File: src/rtl/core/asym_4bit_dequant_dot_product_assert.svh
// Assertion helpers shared by the core modules.
// Every check is clocked on i_clk and is switched off while reset is held.
`ifndef ASYM_4BIT_DEQUANT_DOT_PRODUCT_ASSERT_SVH
`define ASYM_4BIT_DEQUANT_DOT_PRODUCT_ASSERT_SVH

// A property that must hold at every clock edge.
`define AQDOT_CHECK(lbl, prop, msg) \
    lbl: assert property (@(posedge i_clk) disable iff (!i_rst_n) (prop)) else $error(msg);

// A condition that must be followed by a consequence in the next cycle.
`define AQDOT_CHECK_NEXT(lbl, ante, cons, msg) \
    lbl: assert property (@(posedge i_clk) disable iff (!i_rst_n) (ante) |=> (cons)) \
        else $error(msg);

`endif

File: src/rtl/core/aqdot_pkg.sv
`default_nettype none

package aqdot_pkg;

    // Field widths of the incoming word.
    localparam int ACT_BITS    = 16;
    localparam int COEF_BITS   = 16;
    localparam int CODE_BITS   = 4;
    localparam logic [CODE_BITS-1:0] CODE_MASK = 4'hF;

    // The dequantised weight is exact in Q.12 and needs 20 bits.
    localparam int WEIGHT_BITS = 20;
    // The exact Q.24 product of activation and weight.
    localparam int PROD_BITS   = ACT_BITS + WEIGHT_BITS;

    // Width of the reported sum.
    localparam int OUT_BITS    = 48;
    // Width of the sign-extended accumulator view used to form the result.
    localparam int WIDE_BITS   = 64;

    // Depth of the queue between front and back.
    localparam int FIFO_DEPTH     = 4;
    localparam int FIFO_PTR_BITS  = 2;
    localparam int FIFO_CNT_BITS  = 3;

    // One input word.
    typedef struct packed {
        logic signed [ACT_BITS-1:0]  activation;
        logic        [CODE_BITS-1:0] weight_code;
        logic signed [COEF_BITS-1:0] block_scale;
        logic signed [COEF_BITS-1:0] block_zero_point;
        logic                        last_in_row;
    } t_in_word;

    // One product word handed from front to back.
    typedef struct packed {
        logic signed [PROD_BITS-1:0] product;
        logic                        last_in_row;
    } t_mid_word;

    // One result word.
    typedef struct packed {
        logic signed [OUT_BITS-1:0] dot_sum;
        logic                       saturated;
    } t_res_word;

endpackage

`default_nettype wire

File: src/rtl/core/aqdot_front.sv
`default_nettype none

module aqdot_front
    import aqdot_pkg::*;
(
    input  wire logic      i_clk,
    input  wire logic      i_rst_n,
    input  wire logic      push,
    output logic           full,
    input  wire t_in_word  i_item,
    output logic           o_mid_valid,
    input  wire logic      i_mid_ready,
    output t_mid_word      o_mid
);

    // Stage one holds the activation next to its dequantised weight.
    logic                          r_s1_valid;
    logic signed [ACT_BITS-1:0]    r_s1_act;
    logic signed [WEIGHT_BITS-1:0] r_s1_weight;
    logic                          r_s1_last;

    // Stage two holds the exact product.
    logic      r_s2_valid;
    t_mid_word r_s2;

    logic                          s1_ready;
    logic                          s2_ready;
    logic                          in_take;
    logic [CODE_BITS-1:0]          code;
    logic signed [WEIGHT_BITS-1:0] n_weight;
    logic signed [PROD_BITS-1:0]   n_product;

    // Each stage moves on when it is empty or its successor takes its word.
    assign s2_ready = !r_s2_valid || i_mid_ready;
    assign s1_ready = !r_s1_valid || s2_ready;
    assign full     = !s1_ready;
    assign in_take  = push && s1_ready;

    // Weight is zero point plus code times scale, kept exact in Q.12.
    always_comb begin
        code     = i_item.weight_code & CODE_MASK;
        n_weight = WEIGHT_BITS'(signed'({1'b0, code})) * WEIGHT_BITS'(i_item.block_scale)
                 + WEIGHT_BITS'(i_item.block_zero_point);
    end

    // Product of activation and weight, exact in Q.24.
    assign n_product = PROD_BITS'(r_s1_act) * PROD_BITS'(r_s1_weight);

    // Stage valid flags.
    always_ff @(posedge i_clk) begin
        if (!i_rst_n) begin
            r_s1_valid <= 1'b0;
            r_s2_valid <= 1'b0;
        end else begin
            if (s1_ready) begin
                r_s1_valid <= push;
            end
            if (s2_ready) begin
                r_s2_valid <= r_s1_valid;
            end
        end
    end

    // Stage payloads.
    always_ff @(posedge i_clk) begin
        if (in_take) begin
            r_s1_act    <= i_item.activation;
            r_s1_weight <= n_weight;
            r_s1_last   <= i_item.last_in_row;
        end
        if (s2_ready && r_s1_valid) begin
            r_s2.product     <= n_product;
            r_s2.last_in_row <= r_s1_last;
        end
    end

    assign o_mid_valid = r_s2_valid;
    assign o_mid       = r_s2;

endmodule

`default_nettype wire

File: src/rtl/core/aqdot_fifo.sv
`default_nettype none

`include "asym_4bit_dequant_dot_product_assert.svh"

module aqdot_fifo
    import aqdot_pkg::*;
(
    input  wire logic      i_clk,
    input  wire logic      i_rst_n,
    input  wire logic      i_wr_valid,
    output logic           o_wr_ready,
    input  wire t_mid_word i_wr_data,
    output logic           o_rd_valid,
    input  wire logic      i_rd_ready,
    output t_mid_word      o_rd_data
);

    t_mid_word                r_slot [FIFO_DEPTH];
    logic [FIFO_PTR_BITS-1:0] r_wr_ptr;
    logic [FIFO_PTR_BITS-1:0] r_rd_ptr;
    logic [FIFO_CNT_BITS-1:0] r_count;

    logic wr_en;
    logic rd_en;

    assign o_wr_ready = (r_count != FIFO_CNT_BITS'(FIFO_DEPTH));
    assign o_rd_valid = (r_count != '0);
    assign wr_en      = i_wr_valid && o_wr_ready;
    assign rd_en      = o_rd_valid && i_rd_ready;
    assign o_rd_data  = r_slot[r_rd_ptr];

    // Pointers and fill count.
    always_ff @(posedge i_clk) begin
        if (!i_rst_n) begin
            r_wr_ptr <= '0;
            r_rd_ptr <= '0;
            r_count  <= '0;
        end else begin
            if (wr_en) begin
                r_wr_ptr <= r_wr_ptr + 1'b1;
            end
            if (rd_en) begin
                r_rd_ptr <= r_rd_ptr + 1'b1;
            end
            if (wr_en && !rd_en) begin
                r_count <= r_count + 1'b1;
            end else if (rd_en && !wr_en) begin
                r_count <= r_count - 1'b1;
            end
        end
    end

    // Storage slots.
    always_ff @(posedge i_clk) begin
        if (wr_en) begin
            r_slot[r_wr_ptr] <= i_wr_data;
        end
    end

    `AQDOT_CHECK(a_fifo_count_bound, r_count <= FIFO_CNT_BITS'(FIFO_DEPTH), "queue count beyond depth")
    `AQDOT_CHECK_NEXT(a_fifo_fill, wr_en && !rd_en, r_count == $past(r_count) + 1'b1, "queue fill lost")
    `AQDOT_CHECK(a_fifo_ptrs, (r_count == '0) || (r_count == FIFO_CNT_BITS'(FIFO_DEPTH)) || (r_wr_ptr != r_rd_ptr), "queue pointers disagree with count")

endmodule

`default_nettype wire

File: src/rtl/core/aqdot_back.sv
`default_nettype none

`include "asym_4bit_dequant_dot_product_assert.svh"

module aqdot_back
    import aqdot_pkg::*;
#(
    parameter int ACC_BITS = 48
) (
    input  wire logic      i_clk,
    input  wire logic      i_rst_n,
    input  wire logic      i_mid_valid,
    output logic           o_mid_ready,
    input  wire t_mid_word i_mid,
    output logic           empty,
    input  wire logic      pop,
    output t_res_word      o_result
);

    // The sum is formed one bit wider than both operands, so it never wraps.
    localparam int SUM_BITS = ((ACC_BITS > PROD_BITS) ? ACC_BITS : PROD_BITS) + 1;
    localparam logic signed [SUM_BITS-1:0] ACC_MAX =
        {{(SUM_BITS - ACC_BITS + 1){1'b0}}, {(ACC_BITS - 1){1'b1}}};
    localparam logic signed [SUM_BITS-1:0] ACC_MIN = ~ACC_MAX;

    logic signed [ACC_BITS-1:0] r_acc;
    logic                       r_clip;
    logic                       r_out_valid;
    t_res_word                  r_result;

    logic                        take;
    logic                        sat_hi;
    logic                        sat_lo;
    logic signed [SUM_BITS-1:0]  sum;
    logic signed [SUM_BITS-1:0]  sat_sum;
    logic signed [WIDE_BITS-1:0] sat_wide;

    // A row end waits for a free result slot; other words always go in.
    assign o_mid_ready = !i_mid.last_in_row || !r_out_valid || pop;
    assign take        = i_mid_valid && o_mid_ready;
    assign empty       = !r_out_valid;
    assign o_result    = r_result;

    // Saturating add into the accumulator.
    always_comb begin
        sum    = SUM_BITS'(r_acc) + SUM_BITS'(i_mid.product);
        sat_hi = (sum > ACC_MAX);
        sat_lo = (sum < ACC_MIN);
        if (sat_hi) begin
            sat_sum = ACC_MAX;
        end else if (sat_lo) begin
            sat_sum = ACC_MIN;
        end else begin
            sat_sum = sum;
        end
        sat_wide = WIDE_BITS'(sat_sum);
    end

    // Accumulator, clip flag and result slot state.
    always_ff @(posedge i_clk) begin
        if (!i_rst_n) begin
            r_acc       <= '0;
            r_clip      <= 1'b0;
            r_out_valid <= 1'b0;
        end else begin
            if (take) begin
                if (i_mid.last_in_row) begin
                    r_acc  <= '0;
                    r_clip <= 1'b0;
                end else begin
                    r_acc  <= ACC_BITS'(sat_sum);
                    r_clip <= r_clip || sat_hi || sat_lo;
                end
            end
            if (take && i_mid.last_in_row) begin
                r_out_valid <= 1'b1;
            end else if (pop) begin
                r_out_valid <= 1'b0;
            end
        end
    end

    // Result word of a finished row.
    always_ff @(posedge i_clk) begin
        if (take && i_mid.last_in_row) begin
            r_result.dot_sum   <= sat_wide[OUT_BITS-1:0];
            r_result.saturated <= r_clip || sat_hi || sat_lo;
        end
    end

    `AQDOT_CHECK(a_back_sat_excl, !(i_mid_valid && sat_hi && sat_lo), "sum clipped at both limits")
    `AQDOT_CHECK_NEXT(a_back_row_clear, take && i_mid.last_in_row, (r_acc == '0) && !r_clip && r_out_valid, "row end did not clear state")
    `AQDOT_CHECK(a_back_no_overwrite, !(r_out_valid && !pop && take && i_mid.last_in_row), "result slot overwritten")

endmodule

`default_nettype wire

File: src/rtl/core/asym_4bit_dequant_dot_product.sv
`default_nettype none

// Asymmetric 4-bit dequantising dot product. Each input word carries an
// activation, a 4-bit weight code and the scale and zero point of that code's
// block; the weight is rebuilt exactly as zero point plus code times scale,
// multiplied by the activation and added to a saturating accumulator of
// ACC_BITS bits. A word marked last_in_row closes the row: one result word
// with the Q.24 sum and a clip flag appears, and the accumulator restarts at
// zero. Words are taken at one per cycle while the pipeline flows, since the
// only loop is the saturating add in the back end. A row's last word is
// registered as the weight as it is taken, then as the product, then passes
// through the four-word queue before its result word is registered. A row
// end waits in the back end while the previous result has not been popped;
// the queue and the two front stages then fill behind it, and full holds
// the input until a pop frees the result slot.
module asym_4bit_dequant_dot_product
    import aqdot_pkg::*;
#(
    parameter int ACC_BITS = 48
) (
    input  wire logic     i_clk,
    input  wire logic     i_rst_n,
    input  wire logic     push,
    output logic          full,
    input  wire t_in_word i_item,
    output logic          empty,
    input  wire logic     pop,
    output t_res_word     o_result
);

    logic      front_valid;
    logic      front_ready;
    t_mid_word front_word;
    logic      back_valid;
    logic      back_ready;
    t_mid_word back_word;

    // Dequantise and multiply.
    aqdot_front u_front (
        .i_clk       (i_clk),
        .i_rst_n     (i_rst_n),
        .push        (push),
        .full        (full),
        .i_item      (i_item),
        .o_mid_valid (front_valid),
        .i_mid_ready (front_ready),
        .o_mid       (front_word)
    );

    // Decoupling queue between front and back.
    aqdot_fifo u_fifo (
        .i_clk      (i_clk),
        .i_rst_n    (i_rst_n),
        .i_wr_valid (front_valid),
        .o_wr_ready (front_ready),
        .i_wr_data  (front_word),
        .o_rd_valid (back_valid),
        .i_rd_ready (back_ready),
        .o_rd_data  (back_word)
    );

    // Saturating accumulate and result slot.
    aqdot_back #(
        .ACC_BITS (ACC_BITS)
    ) u_back (
        .i_clk       (i_clk),
        .i_rst_n     (i_rst_n),
        .i_mid_valid (back_valid),
        .o_mid_ready (back_ready),
        .i_mid       (back_word),
        .empty       (empty),
        .pop         (pop),
        .o_result    (o_result)
    );

endmodule

`default_nettype wire

File: config.mk
export PLATFORM = sky130hd
export DESIGN_NAME = asym_4bit_dequant_dot_product
export DESIGN_NICKNAME = d
export VERILOG_FILES = /design/src/rtl/core/aqdot_pkg.sv /design/src/rtl/core/aqdot_front.sv /design/src/rtl/core/aqdot_fifo.sv /design/src/rtl/core/aqdot_back.sv /design/src/rtl/core/asym_4bit_dequant_dot_product.sv
export VERILOG_INCLUDE_DIRS = /design/src /design/src/rtl/core
export SDC_FILE = /design/constraint.sdc
export NUM_CORES = 1
export LEC_CHECK = 0
export ABC_AREA = 0
export BUFFER_PORTS_ARGS = -buffer_cell sky130_fd_sc_hd__buf_2
export CELL_PAD_IN_SITES_DETAIL_PLACEMENT = 1
export CELL_PAD_IN_SITES_GLOBAL_PLACEMENT = 1
export CORE_UTILIZATION = 35
export DETAILED_ROUTE_END_ITERATION = 7
export PLACE_DENSITY_LB_ADDON = 0.3
export SLEW_MARGIN = 20
export SYNTH_ARGS = -nofsm -noshare
export SYNTH_HDL_FRONTEND = slang
export SYNTH_SLANG_ARGS = --single-unit
File: constraint.sdc
create_clock -name i_clk -period 6.2 [get_ports i_clk]
set_clock_uncertainty 0.1 [all_clocks]
set_input_delay 0.62 -clock i_clk [delete_from_list [all_inputs] [get_ports i_clk]]
set_output_delay 0.62 -clock i_clk [all_outputs]
set_load 0.02 [all_outputs]
==> results.md <==
* Reg-to-reg critical path endpoint: u_front.o_mid[34]
* Fin nets at 3378
* Syn-to-layout area delta at 16.22%
* GRT overflow at 0
* Rows at 103
* Max-slew headroom at 0.5399
* Final TNS setup at -1.895 ns
* TritonCTS Buffers at 39
* Dpl hpwl at 56380 um
* Hold_buf cts at 0
* Initial Utilization at 0.3561
* # diodes at 0
* Post-Syn Nets at 3137
* Port buffer count at 107
* Hold Startpoint: i_item[39]
* All-Layer GR Usage at 0.1742
* Crit path time final at 6.613 ns
* Failing checks: negative setup slack
* CTS tree: built
* Vias per cell at 4.857
* Number of synthesized flops with an enable pin at 271
* Max-slew violations at 0
* Final setup fails at 9
* Register area share after synthesis at 0.3311
* Die Y at 286.2 um
* Worst r2r path cells at 22
* Yosys top cell by area: edfxtp_1
* CP Max Fanout at 6
* Residual DRC at 0
* Asr flop ratio synth at 0
* Top cell type's share of synthesized area at 0.2879
* Fmax at 151.2 MHz
* Hold Fails Final Rpt at 0
* Gpl congestion at 0.8507
* Clock latency on the worst-skew pair at 0.57 ns
* Fin worst setup slack at -0.4126 ns
* Reg clk slew, reported paths at ~0.06 ns
* CORE AREA at 0.07939 mm2
* Hold path depth at 1
* Reg2reg start: u_front.r_s1_weight[13]
* Initial antenna violation count at 3
* Synth Cell Area at 0.02827 mm2
* First-pass GRT wire length at 113900 um
* WL/cell at 18.05 um
* CTS sink cnt at 332
* Worst hold margin at 0.1457 ns
* CTS Buffer Depth at 3
* Cells after synthesis at 2531
* Cell area after layout at 0.03285 mm2
* Post-Route WL at approximately 70000 um
* CTS Root Buffer Type: clkbuf_16
* Yosys warns at 0
* Die X at 286.2 um
* Hold crit path type: in2reg
* WP data arrival at 6.81 ns
* Final period util at 1.067
* Die ar. at 0.08191 mm2
* H-Tree Depth at 2
* Avg Inst Size Synth at 11.17 um2
* DR pass1 iterations at 5
* Area contributors post-synth: edfxtp_1, fa_1, ha_1, and2_1, inv_1
* Share of cells above drive strength 1 at 0.1707
* Worst-margin pin slew at 0.6728 ns
* CP Launch Type: register
* CP Class: reg2reg
* Register-to-register setup slack at -0.41 ns
* Post-synth top cells: inv_1, fa_1, edfxtp_1
* Predominant post-synthesis flop cell: edfxtp_1
* Iter 0 DRT Violations at 718
* Routed via count at 18710
* Number of global-route vias before repair at 21590
* Synth Register Bits at ~330
* RSZ-0062 raised after global routing: yes
* Count leader, synth: inv_1
* Placed Instance Area at around 0.031 mm2
* Req. time, crit path at around 6.4 ns
* Critical path capture point type: register
* IO Pins at 108
* Pin count of the biggest net entering global routing at 52
* Max Cap Viol at 0
* Routed Antenna Nets at 0
* Status: finished with violations
* Synth cell types at 75
* WHS Endpoint: u_front.r_s1_act[2]
[routing by layer]
| metal | GRT usage | part of all wire | wire, um |
|---|---|---|---|
| met5 | 0 | 0.00045 | 31 |
| met4 | 0.04947 | 0.027 | 1906 |
| met3 | 0.02027 | 0.029 | 2019 |
| met2 | 0.3224 | 0.51 | 35710 |
| met1 | 0.2114 | 0.43 | 29840 |
[final cells by class]
cell class	instances	area (um2)
sequential	332	9360
tap	1050	1314
clock buffer	46	1032
clock inverter	24	282.8
inverter	376	1413
timing repair buffer	293	2039
multi-input combinational	1730	17410
fill	8714	46530
[metrics by stage]
step,utilization,setup WS (ns),instances
3_5_place_dp,0.3905,-0.6393,3739
4_1_cts,0.4110,-0.3591,3840
6_report,0.4138,-0.4126,3851
3_3_place_gp,0.3905,-0.4645,3739
5_1_grt,0.4138,-0.6616,3851
2_1_floorplan,-,-0.05255,2531
[what timing repair did]
action                     4_1_cts  5_1_grt
gates cloned                     0        0
pin swaps                       20       23
gates resized for setup         23       37
setup buffers                   31       10
setup endpoints to repair       10       16
[how the worst max path moves through the flow]
stage | slack, ns | end | cells after the start | start
floorplan | -0.05 | u_front.o_mid[34] | 23 | u_front.r_s1_act[4]
global placement | -0.46 | u_front.o_mid[35] | 24 | u_front.r_s1_weight[14]
detailed placement | -0.64 | u_front.o_mid[34] | 22 | u_front.r_s1_weight[14]
CTS | -0.36 | u_front.o_mid[34] | 23 | u_front.r_s1_act[6]
global route | -0.66 | u_front.o_mid[36] | 24 | u_front.r_s1_act[5]
finish | -0.41 | u_front.o_mid[34] | 22 | u_front.r_s1_weight[13]
[layout by cell type (no fill, tap or decap), types with 11 or more instances in the layout]
master     count
o21a_1        12
o21bai_1      12
o21ai_1       33
nand2b_1      11
fa_1         359
xnor2_1       78
xor2_1        30
inv_1        370
buf_6         12
a22o_1        18
a21oi_2       12
buf_2        107
o21ai_0       44
buf_4        169
clkbuf_16     39
nor2_1       108
nand2_1      251
a21o_1        57
a21oi_1       90
edfxtp_1     271
o211ai_1      11
ha_1         172
dfxtp_1       60
and2_1       217
mux4_2        37
nand3_1       13
[registers in the layout, indices dropped and copies added (netlist names), named ones only]
register and count:
u_front.o_mid 37, u_back.r_clip 1, u_fifo.r_rd_ptr 2, u_front.r_s1_last 1, u_back.o_result 49, u_back.r_out_valid 1
u_fifo.r_wr_ptr 2, u_front.r_s1_act 16, u_back.r_acc 48, u_fifo.r_count 3, u_front.r_s1_weight 20, u_front.r_s1_valid 1
u_fifo.r_slot 148, u_front.o_mid_valid 1
[worst max-delay path, stage by stage, from the launching register on]
cell,delay [ns]
edfxtp_1,0.52
buf_4,0.20
nand2_1,0.08
fa_1,0.47
fa_2,0.62
fa_1,0.43
inv_1,0.08
fa_1,0.43
fa_1,0.49
inv_1,0.05
fa_1,0.47
inv_1,0.06
ha_4,0.22
a21o_1,0.18
a221oi_2,0.30
nor2_1,0.09
a221o_1,0.35
o41ai_4,0.35
o21ai_2,0.13
a221oi_2,0.33
o21bai_1,0.15
a21oi_2,0.15
xnor2_1,0.08
[kinds of logic (layout without fill, tap and decap cells)]
| group | after synthesis | after routing | synth area share |
|---|---|---|---|
| fa+ha+maj | 551 | 551 | 0.3414 |
| simple gates | 674 | 674 | 0.1167 |
| mux | 39 | 39 | 0.03019 |
| compound gates | 356 | 356 | 0.08215 |
| buf+inv | 469 | 739 | 0.06409 |
| flops | 332 | 332 | 0.3311 |
| xor+xnor | 110 | 110 | 0.03435 |
Power is not shown: default switching activity piles up to over one toggle a cycle in this logic, so the estimate is an artifact.
